$ cat config.mk
export PLATFORM = sky130hd
export DESIGN_NAME = tagged_word_rle_encoder
export DESIGN_NICKNAME = d
export VERILOG_FILES = /design/src/sv/twre_pkg.sv /design/src/sv/tagged_word_rle_encoder.sv /design/src/sv/twre_front.sv /design/src/sv/twre_queue.sv /design/src/sv/twre_back.sv
export SDC_FILE = /design/constraint.sdc
export NUM_CORES = 1
export LEC_CHECK = 0
export BUFFER_PORTS_ARGS = -buffer_cell sky130_fd_sc_hd__buf_2
export CORE_UTILIZATION = 56
export CTS_BUF_LIST = sky130_fd_sc_hd__clkbuf_16
export CTS_CLUSTER_SIZE = 8
export DETAILED_ROUTE_END_ITERATION = 6
export GPL_TIMING_DRIVEN = 0
export PLACE_DENSITY = 0.87
export SYNTH_ARGS = -nofsm -noshare
export SYNTH_HDL_FRONTEND = slang
export SYNTH_HIERARCHICAL = 1
export SYNTH_SLANG_ARGS = --single-unit
$ cat constraint.sdc
create_clock -name clk -period 4.6 [get_ports clk]
set_input_delay 0.46 -clock clk [delete_from_list [all_inputs] [get_ports clk]]
set_output_delay 0.46 -clock clk [all_outputs]
set_load 0.01 [all_outputs]
$ cat src/sv/twre_pkg.sv
package twre_pkg;

    localparam logic [15:0] TAG_RESET       = 16'hFEFE;
    localparam logic [2:0]  MIN_RUN_RESET   = 3'd4;
    localparam logic [2:0]  MIN_RUN_CAP     = 3'd4;
    localparam logic [15:0] RUN_VALUE_RESET = 16'hFFFF;
    localparam logic [15:0] LENGTH_MAX      = 16'hFFFF;
    localparam logic [1:0]  RECORD_LAST_IDX = 2'd2;
    localparam int          QUEUE_DEPTH     = 4;

    localparam logic REG_TAG_WORD    = 1'b0;
    localparam logic REG_MIN_TAG_RUN = 1'b1;

    typedef struct packed {
        logic        valid;
        logic        rec;
        logic [15:0] count;
        logic [15:0] value;
    } run_t;

    typedef struct packed {
        run_t a;
        run_t b;
    } burst_t;

endpackage

$ cat src/sv/tagged_word_rle_encoder.sv
// Run-length encoder for a stream of 16-bit words. One input word is taken per cycle
// while the internal burst queue has room; each closed run leaves as a tag record
// (tag, count, value) or as up to three literal copies, one output word per cycle while
// out_stall is low, so a sustained input rate of one word per cycle holds as long as
// the encoded stream is no longer than the input. The queue depth (QUEUE_DEPTH bursts)
// sets how long the input keeps flowing while the output side is stalled or busy.
module tagged_word_rle_encoder
    import twre_pkg::*;
#(
    parameter int QUEUE_DEPTH_P = QUEUE_DEPTH
)
(
    input  logic        clk,
    input  logic        rst_n,
    input  logic        cfg_we,
    input  logic        cfg_index,
    input  logic [15:0] cfg_data,
    input  logic        in_valid,
    output logic        in_stall,
    input  logic [15:0] in_word,
    input  logic        end_of_stream,
    output logic        out_valid,
    input  logic        out_stall,
    output logic [15:0] out_word,
    output logic        last_of_burst
);

    logic [15:0] tag_word_reg;
    logic [2:0]  min_tag_run_reg;
    logic        accept;
    logic        push;
    logic        pop;
    logic        empty;
    logic        full;
    logic        run_open;
    burst_t      burst;
    burst_t      head;

    always_ff @(posedge clk or negedge rst_n)
    begin
        if (!rst_n)
        begin
            tag_word_reg    <= TAG_RESET;
            min_tag_run_reg <= MIN_RUN_RESET;
        end
        else if (cfg_we)
        begin
            case (cfg_index)
                REG_TAG_WORD:    tag_word_reg    <= cfg_data;
                REG_MIN_TAG_RUN: min_tag_run_reg <= cfg_data[2:0];
                default:         tag_word_reg    <= tag_word_reg;
            endcase
        end
    end

    assign in_stall = full;
    assign accept   = in_valid && !full;

    twre_front u_front (
        .clk           (clk),
        .rst_n         (rst_n),
        .tag_word      (tag_word_reg),
        .min_tag_run   (min_tag_run_reg),
        .accept        (accept),
        .in_word       (in_word),
        .end_of_stream (end_of_stream),
        .push          (push),
        .burst         (burst),
        .run_open      (run_open)
    );

    twre_queue #(
        .DEPTH (QUEUE_DEPTH_P)
    ) u_queue (
        .clk       (clk),
        .rst_n     (rst_n),
        .push      (push),
        .push_data (burst),
        .pop       (pop),
        .head      (head),
        .empty     (empty),
        .full      (full)
    );

    twre_back u_back (
        .clk           (clk),
        .rst_n         (rst_n),
        .tag_word      (tag_word_reg),
        .head          (head),
        .empty         (empty),
        .pop           (pop),
        .out_valid     (out_valid),
        .out_stall     (out_stall),
        .out_word      (out_word),
        .last_of_burst (last_of_burst)
    );

    assert property (@(posedge clk) disable iff (!rst_n) push |-> !full)
        else $error("Burst pushed into a full queue.");

    assert property (@(posedge clk) disable iff (!rst_n) pop |-> !empty)
        else $error("Burst popped from an empty queue.");

    assert property (@(posedge clk) disable iff (!rst_n)
        (accept && end_of_stream) |=> !run_open)
        else $error("Run still open after the end of the stream.");

endmodule

$ cat src/sv/twre_front.sv
module twre_front
    import twre_pkg::*;
(
    input  logic        clk,
    input  logic        rst_n,
    input  logic [15:0] tag_word,
    input  logic [2:0]  min_tag_run,
    input  logic        accept,
    input  logic [15:0] in_word,
    input  logic        end_of_stream,
    output logic        push,
    output burst_t      burst,
    output logic        run_open
);

    logic [15:0] run_value_reg;
    logic [15:0] run_value_next;
    logic [15:0] run_length_reg;
    logic [15:0] run_length_next;
    logic [2:0]  thr;
    logic [15:0] len_inc;
    logic [15:0] mid_value;
    logic [15:0] mid_length;

    always_comb
    begin
        if (min_tag_run == 3'd0)
        begin
            thr = 3'd1;
        end
        else if (min_tag_run inside {[3'd5:3'd7]})
        begin
            thr = MIN_RUN_CAP;
        end
        else
        begin
            thr = min_tag_run;
        end
    end

    always_comb
    begin
        len_inc    = run_length_reg + 16'd1;
        burst      = '0;
        mid_value  = run_value_reg;
        mid_length = run_length_reg;

        if (run_length_reg == 16'd0)
        begin
            mid_value  = in_word;
            mid_length = 16'd1;
        end
        else if (in_word != run_value_reg)
        begin
            burst.a.valid = 1'b1;
            burst.a.value = run_value_reg;
            burst.a.count = run_length_reg;
            mid_value     = in_word;
            mid_length    = 16'd1;
        end
        else if (len_inc == LENGTH_MAX)
        begin
            burst.a.valid = 1'b1;
            burst.a.value = run_value_reg;
            burst.a.count = LENGTH_MAX;
            mid_length    = 16'd0;
        end
        else
        begin
            mid_length = len_inc;
        end

        burst.a.rec = (burst.a.value == tag_word) || (burst.a.count >= {13'd0, thr});

        run_value_next  = mid_value;
        run_length_next = mid_length;
        if (end_of_stream)
        begin
            if (mid_length != 16'd0)
            begin
                burst.b.valid = 1'b1;
                burst.b.value = mid_value;
                burst.b.count = mid_length;
            end
            run_value_next  = RUN_VALUE_RESET;
            run_length_next = 16'd0;
        end

        burst.b.rec = (burst.b.value == tag_word) || (burst.b.count >= {13'd0, thr});
    end

    assign push     = accept && (burst.a.valid || burst.b.valid);
    assign run_open = (run_length_reg != 16'd0);

    always_ff @(posedge clk or negedge rst_n)
    begin
        if (!rst_n)
        begin
            run_value_reg  <= RUN_VALUE_RESET;
            run_length_reg <= 16'd0;
        end
        else if (accept)
        begin
            run_value_reg  <= run_value_next;
            run_length_reg <= run_length_next;
        end
    end

endmodule

$ cat src/sv/twre_queue.sv
module twre_queue
    import twre_pkg::*;
#(
    parameter int DEPTH = QUEUE_DEPTH
)
(
    input  logic   clk,
    input  logic   rst_n,
    input  logic   push,
    input  burst_t push_data,
    input  logic   pop,
    output burst_t head,
    output logic   empty,
    output logic   full
);

    localparam int PW = (DEPTH > 1) ? $clog2(DEPTH) : 1;
    localparam int CW = $clog2(DEPTH + 1);
    localparam logic [PW-1:0] LAST_PTR = PW'(DEPTH - 1);
    localparam logic [CW-1:0] FULL_CNT = CW'(DEPTH);

    burst_t        mem [DEPTH];
    logic [PW-1:0] wr_ptr_reg;
    logic [PW-1:0] rd_ptr_reg;
    logic [CW-1:0] count_reg;

    assign head  = mem[rd_ptr_reg];
    assign empty = (count_reg == '0);
    assign full  = (count_reg == FULL_CNT);

    always_ff @(posedge clk)
    begin
        if (push)
        begin
            mem[wr_ptr_reg] <= push_data;
        end
    end

    always_ff @(posedge clk or negedge rst_n)
    begin
        if (!rst_n)
        begin
            wr_ptr_reg <= '0;
            rd_ptr_reg <= '0;
            count_reg  <= '0;
        end
        else
        begin
            if (push)
            begin
                wr_ptr_reg <= (wr_ptr_reg == LAST_PTR) ? '0 : wr_ptr_reg + PW'(1);
            end
            if (pop)
            begin
                rd_ptr_reg <= (rd_ptr_reg == LAST_PTR) ? '0 : rd_ptr_reg + PW'(1);
            end
            if (push && !pop)
            begin
                count_reg <= count_reg + CW'(1);
            end
            else if (pop && !push)
            begin
                count_reg <= count_reg - CW'(1);
            end
        end
    end

endmodule

$ cat src/sv/twre_back.sv
module twre_back
    import twre_pkg::*;
(
    input  logic        clk,
    input  logic        rst_n,
    input  logic [15:0] tag_word,
    input  burst_t      head,
    input  logic        empty,
    output logic        pop,
    output logic        out_valid,
    input  logic        out_stall,
    output logic [15:0] out_word,
    output logic        last_of_burst
);

    logic        phase_reg;
    logic [1:0]  idx_reg;
    logic        out_valid_reg;
    logic [15:0] out_word_reg;
    logic        last_reg;
    logic        use_b;
    run_t        sel;
    logic [1:0]  last_idx;
    logic [15:0] word;
    logic        run_last;
    logic        burst_last;
    logic        advance;

    always_comb
    begin
        use_b    = phase_reg || !head.a.valid;
        sel      = use_b ? head.b : head.a;
        last_idx = sel.rec ? RECORD_LAST_IDX : (sel.count[1:0] - 2'd1);
        if (sel.rec && (idx_reg == 2'd0))
        begin
            word = tag_word;
        end
        else if (sel.rec && (idx_reg == 2'd1))
        begin
            word = sel.count;
        end
        else
        begin
            word = sel.value;
        end
        run_last   = (idx_reg == last_idx);
        burst_last = run_last && (use_b || !head.b.valid);
        advance    = !empty && (!out_valid_reg || !out_stall);
    end

    assign pop           = advance && burst_last;
    assign out_valid     = out_valid_reg;
    assign out_word      = out_word_reg;
    assign last_of_burst = last_reg;

    always_ff @(posedge clk)
    begin
        if (advance)
        begin
            out_word_reg <= word;
            last_reg     <= burst_last;
        end
    end

    always_ff @(posedge clk or negedge rst_n)
    begin
        if (!rst_n)
        begin
            phase_reg     <= 1'b0;
            idx_reg       <= 2'd0;
            out_valid_reg <= 1'b0;
        end
        else if (advance)
        begin
            out_valid_reg <= 1'b1;
            if (run_last)
            begin
                idx_reg   <= 2'd0;
                phase_reg <= !burst_last;
            end
            else
            begin
                idx_reg <= idx_reg + 2'd1;
            end
        end
        else if (out_valid_reg && !out_stall)
        begin
            out_valid_reg <= 1'b0;
        end
    end

endmodule
==> flow_summary.toml, run 1 <==
[yosys]
synth_top_area_frac = 0.534
netlist_area_um2 = 16300
synth_edf_count = 289
yosysTopAreaCell = "edfxtp_1"
ys_seq_elements = 351
ys_warn_count = 6
avgSynthCellArea_um2 = 16.0
syn_nets = 1070
synthCells = 1013
yosysSeqAreaShare = 0.632
synth_top_flop_cell = "edfxtp_1"
ys_types = 80
async_flop_share = 0.177
synth_area_leaders = "edfxtp_1 (53%), mux4_2 (12%), dfstp_2 (5.0%)"

[critical_path]
path_cells = "ha_1 > buf_2 > nand4_2 > nor4_2 > xor2_1 > or2_2 > o32ai_4 > a21oi_2 > buf_6 > nor2b_2 > inv_1 > ha_1 > nand2b_1 > a21o_1 > a21oi_1 > o221ai_1"
end_kind = "flop"
slowest_delay_ps = 500
crit_slowest_cell = "dfrtp_1"
critPathMaxFanout = 10
cp.required_ps = 4810
path_class = "flop to flop"
r2r_cells = 16
crit_arrival_ps = 4640
critical_path.most_common_cell = "ha_1"
worstSetupStartpointType = "flop"

[timing]
rsz0062_at_grt = "no"
final_max_slew_viol_count = 0
min_period_ps = 4430
tightest_slew_ps = 1160
setup_viol = 0
clock_skew_ps = 22.9
tns_ps = 0
hold_viol = 0
max_slew_margin = 0.229
max_freq_mhz = 226
fin_crit_sh = 0.963

[floorplan]
io_pins = 58
dieArea_um2 = 29700
core-area_um2 = 28600
fp.dieW_um = 172
rows = 62
start_util = 0.568
die_h_um = 172

[cts]
cts_root_buf = "clkbuf_16"
cts-buffers-inserted = 49
clk_path_buf_depth = 3
insertion_delay_ps = 560
path_clk_slew_ps = 60
clock_sinks = 351
cts_tree = "done"
ctsHtreeMaxLevel = 2

[drt]
drt-initial-drc-count = 1567
vias = 10100
dr.pass1.iters = 7
via_per_inst = 6.46
wire_per_inst_um = 27.6
remaining_drc_errors = 1
wl_um = 42900
route.antenna.remaining_nets = 0

[placed_design]
hpwl_um = 28200
gp_congestion = 0.940
port_buffers = 57

[outcome]
status = "complete, but fails checks"
violations = "DRC"

[finish]
num-fill-cells = 1903
largest_register = "u_queue/mem"
syn_to_final_growth_pct = 14.7
final_util = 0.651
largest_reg_flops = 272
fin_nets = 1187
drive_gt1_frac = 0.302

[global_routing]
grt.total_usage = 0.300
grt_pass1_wl_um = 63100
grt_max_degree = 63
grt-ovfl-total = 0
first_global_vias = 10000
antenna_found_initial = 0

[pwr]
power_density_nw_per_um2 = 625
p_leak_nw = 6.71
ir_drop_uv = 409

[flow_run]
drv_cap = 0

[min_path]
min_path_type = "primary input to async pin"
-- Yosys cell counts (all sizes together), types with 4 or more instances --
library cell	number
a31oi	4
a21o	4
mux2i	6
mux4	83
a21oi	15
nand3	11
edfxtp	289
nand2	42
nor4	12
a22o	4
ha	17
mux2	41
and3	7
nor2	64
inv	33
nor3	13
buf	45
o21a	16
dfstp	31
dfrtp	31
o22ai	4
clkbuf	9
nand2b	15
nand4	20
nand3b	4
and2	41
o31ai	5
o41ai	4
o21ai	41
xor2	22
xnor2	36
nor2b	4
-- worst paths after layout --
kind,start,endpoint,slack [ps]
setup / recovery,u_front/run_length_reg[1]$_DFFE_PN0P_,u_queue/mem[2][32]$_DFFE_PP_,170
hold / removal,rst_n,u_queue/rd_ptr_reg[0]$_DFFE_PN0P_,20
setup reg to reg,u_front/run_length_reg[1]$_DFFE_PN0P_,u_queue/mem[2][32]$_DFFE_PP_,170
hold reg to reg,u_queue/count_reg[2]$_DFFE_PN0P_,u_queue/count_reg[2]$_DFFE_PN0P_,490
max in group asynchronous,rst_n,u_front/run_length_reg[8]$_DFFE_PN0P_,3980
min in group clk,cfg_data[4],tag_word_reg[4]$_DFFE_PN1P_,140
-- per-layer routing --
metal  track usage  vias up  routed length (um)
met5             0        -                   0
met2         0.476      656               20500
met1         0.407     5128               16300
met4         0.124        0                1880
li1              -     4173                   -
met3        0.0634      111                4320
-- cells by family (layout without fill, tap and decap cells) --
logic type,Yosys count,after routing,synth area share
compound gates,121,121,0.0528
flops,351,351,0.632
other cells,0,3,0
simple gates,246,247,0.0831
mux,130,130,0.151
fa+ha+maj,18,18,0.0143
buf+inv,89,246,0.0362
xor+xnor,58,58,0.0313
-- report_power, final --
group / total (mW) / internal, mW / switching, mW
Clock: 3.20 / 1.91 / 1.29
Combinational: 3.87 / 1.75 / 2.12
Sequential: 4.58 / 4.26 / 0.315
Total: 11.7 / 7.92 / 3.73
-- placed cells by master (no fill, tap or decap), drive strengths merged, types with 36 or more instances in the layout --
| cell type | Yosys | final |
|---|---|---|
| mux2 | 41 | 41 |
| inv | 33 | 74 |
| nand2 | 42 | 42 |
| edfxtp | 289 | 289 |
| mux4 | 83 | 83 |
| and2 | 41 | 42 |
| clkbuf | 9 | 59 |
| xnor2 | 36 | 36 |
| nor2 | 64 | 64 |
| buf | 45 | 109 |
| o21ai | 41 | 41 |
-- worst max-delay path, delay by kind of cell (launching register included) --
kind | cells | cell delay (ps)
AOI/OAI and AO/OA | 5 | 1000
xor gates and xnor gates | 1 | 330
adders and majority gates | 2 | 470
buffers and inverters | 3 | 500
DFF | 1 | 500
and+or+nand+nor | 5 | 1270
-- stage by stage --
| stage | worst slack [ps] | cell area [um2] | cells | hold slack [ps] | power, mW |
|---|---|---|---|---|---|
| final | 170 | 18600 | 1558 | 22.7 | 11.7 |
| after global routing | 14.8 | 18600 | 1555 | 72.0 | 12.1 |
| after CTS | 9.39 | 18600 | 1551 | 39.5 | 11.6 |
| after detailed placement | -239 | 17100 | 1458 | 481 | 8.33 |
| after global placement | -837 | 17000 | 1454 | 467 | 8.12 |
| after floorplan | 626 | 16300 | 1013 | 164 | 7.11 |
-- repair_timing --
action | 4_1_cts | 5_1_grt
gates resized for setup | 3 | 7
hold buffers | 0 | 0
endpoints found under the setup margin | 203 | 239
buffers inserted | 0 | 4
pin swaps | 1 | 4
cloned | 1 | 0
-- final cells by class --
type | count | area (um2) | share of cell area
inverter | 35 | 131 | 0.00705
timing repair buffer | 65 | 420 | 0.0225
antenna | 3 | 7.51 | 0.000403
sequential | 351 | 10300 | 0.551
clock inverter | 43 | 191 | 0.0103
buffer | 54 | 459 | 0.0246
tap | 384 | 480 | 0.0258
clock buffer | 49 | 1230 | 0.0658
multi-input combinational | 574 | 5460 | 0.293
Power figures use the tool's default switching activity.
==> run 2: changes to the inputs <==
Settings changed: CELL_PAD_IN_SITES_DETAIL_PLACEMENT set to 0, CELL_PAD_IN_SITES_GLOBAL_PLACEMENT set to 1, CORE_UTILIZATION 56 to 48.
==> run 2 against run 1 <==
  * The run now ends clean
  * Worst hold slack better by 130 ps
  * Clock power hardly changed
  * Worst setup slack better by 15 ps
  * Fmax is 0.34% higher
  * Critical path type unchanged
  * Critical endpoint unchanged
==> flow_summary.toml, run 2 (same netlist as run 1, synthesis figures left out) <==
[cts]
insertion_delay_ps = 550
ctsHtreeMaxLevel = 2
cts_root_buf = "clkbuf_16"
clock_sinks = 351
cts-buffers-inserted = 49
cts_tree = "done"
path_clk_slew_ps = 50
clk_path_buf_depth = 3

[pwr]
power_density_nw_per_um2 = 616
p_leak_nw = 6.71
ir_drop_uv = 367

[critical_path]
end_kind = "flop"
cp.required_ps = 4820
crit_arrival_ps = 4630
slowest_delay_ps = 490
worstSetupStartpointType = "flop"
crit_slowest_cell = "dfrtp_1"
critPathMaxFanout = 10
path_class = "flop to flop"
path_cells = "ha_1 > buf_2 > nand4_4 > nor4_2 > xor2_1 > nand4_1 > buf_4 > o32ai_4 > inv_1 > nand2_1 > buf_2 > nor2_1 > ha_1 > a21oi_1 > o221ai_1"

[finish]
largest_reg_flops = 272
diodes = 0
final-seq-area_um2 = 10300
drive_gt1_frac = 0.302
stdcell_count = 1618
final_common_cell = "edfxtp_1"
final_cell_mix = "edfxtp_1 (289), mux4_2 (83), buf_2 (74)"
syn_to_final_growth_pct = 15.3
largest_register = "u_queue/mem"
multi_input_area_um2 = 5450
num-fill-cells = 2608
fin_nets = 1187

[timing]
clock_skew_ps = 20.3
setup_viol = 0
tns_ps = 0
rsz0062_at_grt = "no"
final_max_slew_viol_count = 0
max_freq_mhz = 227
min_period_ps = 4410
hold_viol = 0
fin_crit_sh = 0.960
max_slew_margin = 0.272
tightest_slew_ps = 1090

[global_routing]
grt_max_degree = 63
antenna_found_initial = 0
grt.total_usage = 0.245
first_global_vias = 9645
grt-ovfl-total = 0
grt_pass1_wl_um = 61100

[outcome]
status = "completed"

[floorplan]
io_pins = 58
fp.dieW_um = 186
die_h_um = 186
rows = 67
dieArea_um2 = 34600
start_util = 0.486
core-area_um2 = 33400

[placed_design]
post-place-cells = 1523
hpwl_um = 27600
port_buffers = 57
gp_congestion = 0.910

[drt]
dr.pass1.iters = 5
remaining_drc_errors = 0
vias = 9612
via_per_inst = 5.94
wire_per_inst_um = 25.1
route.antenna.remaining_nets = 0
drt-initial-drc-count = 1107
wl_um = 40700

[flow_run]
drv_cap = 0

[min_path]
min_path_type = "primary input to flop"
==> run 2: timing repair <==
item                       CTS  global route
hold endpoints to repair    31             0
hold buffers                 1             0
cloned                       0             0
setup endpoints to repair  203           211
gates resized for setup      2             9
setup buffers                0             3
pin swaps                    0             3
==> run 2: per-layer routing <==
metal | GRT usage | vias to the layer above | wire length (um)
li1 | - | 4174 | -
met2 | 0.386 | 484 | 19400
met3 | 0.0415 | 72 | 3500
met1 | 0.350 | 4882 | 16800
met4 | 0.0751 | 0 | 1040
met5 | 0 | - | 0
==> run 2: critical path, delay by kind of cell (launching register included) <==
kind / cells / cell delay (ps)
buffers and inverters: 4 / 920
AOI/OAI and AO/OA: 3 / 540
and+or+nand+nor: 5 / 1280
xor gates and xnor gates: 1 / 330
DFF: 1 / 490
adders and majority gates: 2 / 520
==> run 2: cell type report <==
type                    count  area share
plain buffers              54      0.0244
clock buffers              50      0.0667
clock inverters            41     0.00888
inverters                  35     0.00701
multi-input cells         573       0.291
flip-flops and latches    351       0.548
well taps                 448      0.0299
repair buffers             66      0.0244
==> run 2: worst paths after layout <==
| kind | startpoint | end | slack, ps | cells after the start |
|---|---|---|---|---|
| setup / recovery | u_front/run_length_reg[0]$_DFFE_PN0P_ | u_queue/mem[2][32]$_DFFE_PP_ | 190 | 15 |
| hold / removal | out_stall | u_back/out_valid$_DFFE_PN0P_ | 150 | 3 |
| setup reg to reg | u_front/run_length_reg[0]$_DFFE_PN0P_ | u_queue/mem[2][32]$_DFFE_PP_ | 190 | 15 |
| hold reg to reg | u_queue/count_reg[2]$_DFFE_PN0P_ | u_queue/count_reg[2]$_DFFE_PN0P_ | 490 | 1 |
| max in group asynchronous | rst_n | tag_word_reg[5]$_DFFE_PN1P_ | 3770 | 3 |
| min in group asynchronous | rst_n | u_front/run_length_reg[6]$_DFFE_PN0P_ | 440 | 3 |
==> run 2: per-stage QoR <==
step           setup slack [ps]  hold slack [ps]  area [um2]  power [mW]  utilization
2_1_floorplan               626              164       16300        7.11            -
3_3_place_gp              -1090              472       17100        8.20        0.511
3_5_place_dp               -313              474       17300        8.32        0.516
4_1_cts                    6.74              142       18700        11.6        0.559
5_1_grt                    21.6              154       18700        12.0        0.560
6_report                    185              152       18700        11.5        0.560
==> run 2: report_power, final <==
group | switching (mW) | internal (mW) | total, mW
clock network | 1.28 | 1.94 | 3.22
registers | 0.301 | 4.26 | 4.56
logic | 2.01 | 1.75 | 3.76
==> run 3: changes to the inputs <==
Settings changed: ABC_AREA set to 1, CORE_UTILIZATION 48 to 45, PLACE_DENSITY 0.87 to 0.88.
==> run 3 against run 2 <==
  * Total power rose by 9.9%
  * Fmax is 0.72% higher
  * First-iteration DRC count rose by 32%
  * Final cell count rose by 50%
  * Combinational power grew 32%
  * Global-route usage increased by 0.057 points
  * Synthesized cell count rose by 74%
  * Clock power grew 2%
  * Worst hold slack worse by 140 ps
  * Largest cell class unchanged
  * Highest routed layer is now met5
==> flow_summary.toml, run 3 <==
[timing]
min_period_ps = 4380
holdWs_ps = 13.5
final_max_slew_viol_count = 0
max_freq_mhz = 228
tightest_slew_ps = 902
max_slew_margin = 0.399
clock_skew_ps = 16.6
fin_crit_sh = 0.953
setup_viol = 0
hold_viol = 0
rsz0062_at_grt = "no"

[critical_path]
crit_arrival_ps = 4650
r2r_slack_ps = 220
r2r_start = "u_front/run_value_reg[13]$_DFFE_PN1P_"
worstSetupStartpointType = "flop"
worstReg2RegEnd = "u_queue/mem[3][32]$_DFFE_PP_"
cp.required_ps = 4870
critPathMaxFanout = 10
path_class = "flop to flop"
r2r_cells = 24
end_kind = "flop"

[finish]
num-fill-cells = 3389
final_cell_mix = "nand2_1 (500), inv_1 (297), edfxtp_1 (289)"
final_common_cell = "nand2_1"
syn_to_final_growth_pct = 14.5
largest_reg_flops = 272
largest_register = "u_queue/mem"
drive_gt1_frac = 0.155
fin_nets = 1934
diodes = 0

[yosys]
yosysTopAreaCell = "edfxtp_1"
netlist_area_um2 = 17500
synth_area_leaders = "edfxtp_1 (49%), nand2_1 (11%), inv_1 (5.6%)"
synth_top_area_frac = 0.495
synth_edf_count = 289
async_flop_share = 0.177
ys_seq_elements = 351
synthCells = 1765
ys_warn_count = 6
synth_top_flop_cell = "edfxtp_1"
yosysMostFrequentCell = "nand2_1"
yosysSeqAreaShare = 0.585
avgSynthCellArea_um2 = 9.94
ys_types = 45
synth_commonest_cells = "nand2_1 (501), edfxtp_1 (289), inv_1 (262)"
syn_nets = 1822

[drt]
vias = 13100
remaining_drc_errors = 0
drt-initial-drc-count = 1464
dr.pass1.iters = 7
route.antenna.remaining_nets = 0
via_per_inst = 5.38
wire_per_inst_um = 19.8
wl_um = 48100

[floorplan]
die_h_um = 199
dieArea_um2 = 39800
io_pins = 58
rows = 71
start_util = 0.461
fp.dieW_um = 199
core-area_um2 = 38000

[cts]
ctsHtreeMaxLevel = 2
cts_tree = "done"
clock_sinks = 351
cts_root_buf = "clkbuf_16"
cts-buffers-inserted = 49
path_clk_slew_ps = 50
clk_path_buf_depth = 3
insertion_delay_ps = 550

[pwr]
power_density_nw_per_um2 = 632
switching_share = 0.385
power.internal_mw = 7.79
power_mw = 12.7
seq_power_share = 0.351
net-switching-power_mw = 4.89
power_frac_comb = 0.391
p_leak_nw = 8.80
clock_power_share = 0.258
ir_drop_uv = 347

[outcome]
status = "completed"

[global_routing]
first_global_vias = 12400
grt_max_degree = 63
grt.total_usage = 0.246
antenna_found_initial = 1
grt_pass1_wl_um = 72200
grt-ovfl-total = 0

[placed_design]
gp_congestion = 1.00
port_buffers = 56
hpwl_um = 34100

[flow_run]
drv_cap = 0

[min_path]
min_path_type = "primary input to async pin"
## run 3: cell families (layout without fill, tap and decap cells)
logic type / after synthesis / after routing / share of synthesized area
AND/OR/NAND/NOR: 801 / 801 / 0.197
flip-flops: 351 / 351 / 0.585
AO/OA/AOI/OAI: 215 / 215 / 0.0944
buffers and inverters: 352 / 505 / 0.0960
adder cells (fa/ha/maj): 18 / 18 / 0.0133
XOR/XNOR: 28 / 28 / 0.0144
## run 3: power by group through the flow
| stage | clock network, mW | registers, mW | logic [mW] |
|---|---|---|---|
| global route | 3.45 | 4.50 | 5.42 |
| detailed placement | 0 | 4.50 | 4.87 |
| global placement | 0 | 4.53 | 4.72 |
| floorplan | 0 | 4.51 | 3.30 |
| finish | 3.27 | 4.45 | 4.96 |
| CTS | 3.31 | 4.45 | 4.90 |
## run 3: worst max-delay path, stage by stage (launching register included)
cell      delay (ps)
dfstp_2          530
inv_1             70
nand2_1           60
nand2_1           60
a21oi_1          260
nand2_1          100
nor2_1           210
nand3_1          230
buf_2            250
nor2_1           170
nand2_1           90
nand2_1           80
nor2_2            60
nand3_4          170
buf_4            230
nand2_2          160
clkbuf_4         260
nor2_1           310
ha_1             310
inv_1             60
o211ai_1          90
inv_1             60
nand4_1           80
inv_1             70
nand2_1          120
## run 3: worst max-delay path by stage
stage	cells past startpoint	slack [ps]	startpoint	end
after CTS	24	10	u_front/run_value_reg[13]$_DFFE_PN1P_	u_queue/mem[1][32]$_DFFE_PP_
after global routing	26	0.3	u_front/run_length_reg[1]$_DFFE_PN0P_	u_queue/mem[1][32]$_DFFE_PP_
after floorplan	18	210	u_front/run_length_reg[1]$_DFFE_PN0P_	u_queue/mem[1][0]$_DFFE_PP_
after detailed placement	23	-40	u_front/run_length_reg[1]$_DFFE_PN0P_	u_queue/mem[1][66]$_DFFE_PP_
final	24	220	u_front/run_value_reg[13]$_DFFE_PN1P_	u_queue/mem[3][32]$_DFFE_PP_
after global placement	19	-1640	in_word[13]	u_queue/mem[0][66]$_DFFE_PP_
## run 3: cell type report
| class | instances | area, um2 | area share |
|---|---|---|---|
| clock inverter | 41 | 159 | 0.00791 |
| tap | 511 | 639 | 0.0318 |
| timing repair buffer | 61 | 393 | 0.0196 |
| inverter | 272 | 1040 | 0.0518 |
| multi-input combinational | 1062 | 5650 | 0.281 |
| clock buffer | 51 | 1280 | 0.0636 |
| buffer | 80 | 657 | 0.0327 |
| sequential | 351 | 10300 | 0.511 |
## run 3: stage by stage
stage | utilization | cells | setup slack, ps | instance area, um2 | setup TNS (ps)
2_1_floorplan | - | 1765 | 212 | 17500 | 0
3_3_place_gp | 0.486 | 2332 | -1640 | 18500 | -442870
3_5_place_dp | 0.489 | 2337 | -40.5 | 18600 | -1150
4_1_cts | 0.527 | 2429 | 14.4 | 20000 | 0
5_1_grt | 0.528 | 2429 | 0.314 | 20100 | 0
6_report | 0.528 | 2429 | 217 | 20100 | 0
## run 3: what timing repair did
action	CTS	global route
setup endpoints to repair	4	216
gates resized for setup	1	15
gates cloned	0	0
hold buffers	0	0
setup buffers	0	0
## run 3: metal layers
metal,vias up,GRT usage,wire (um)
met4,2,0.101,1710
li1,6156,-,-
met3,102,0.0408,3840
met5,-,0,10
met2,560,0.386,22300
met1,6237,0.339,20300
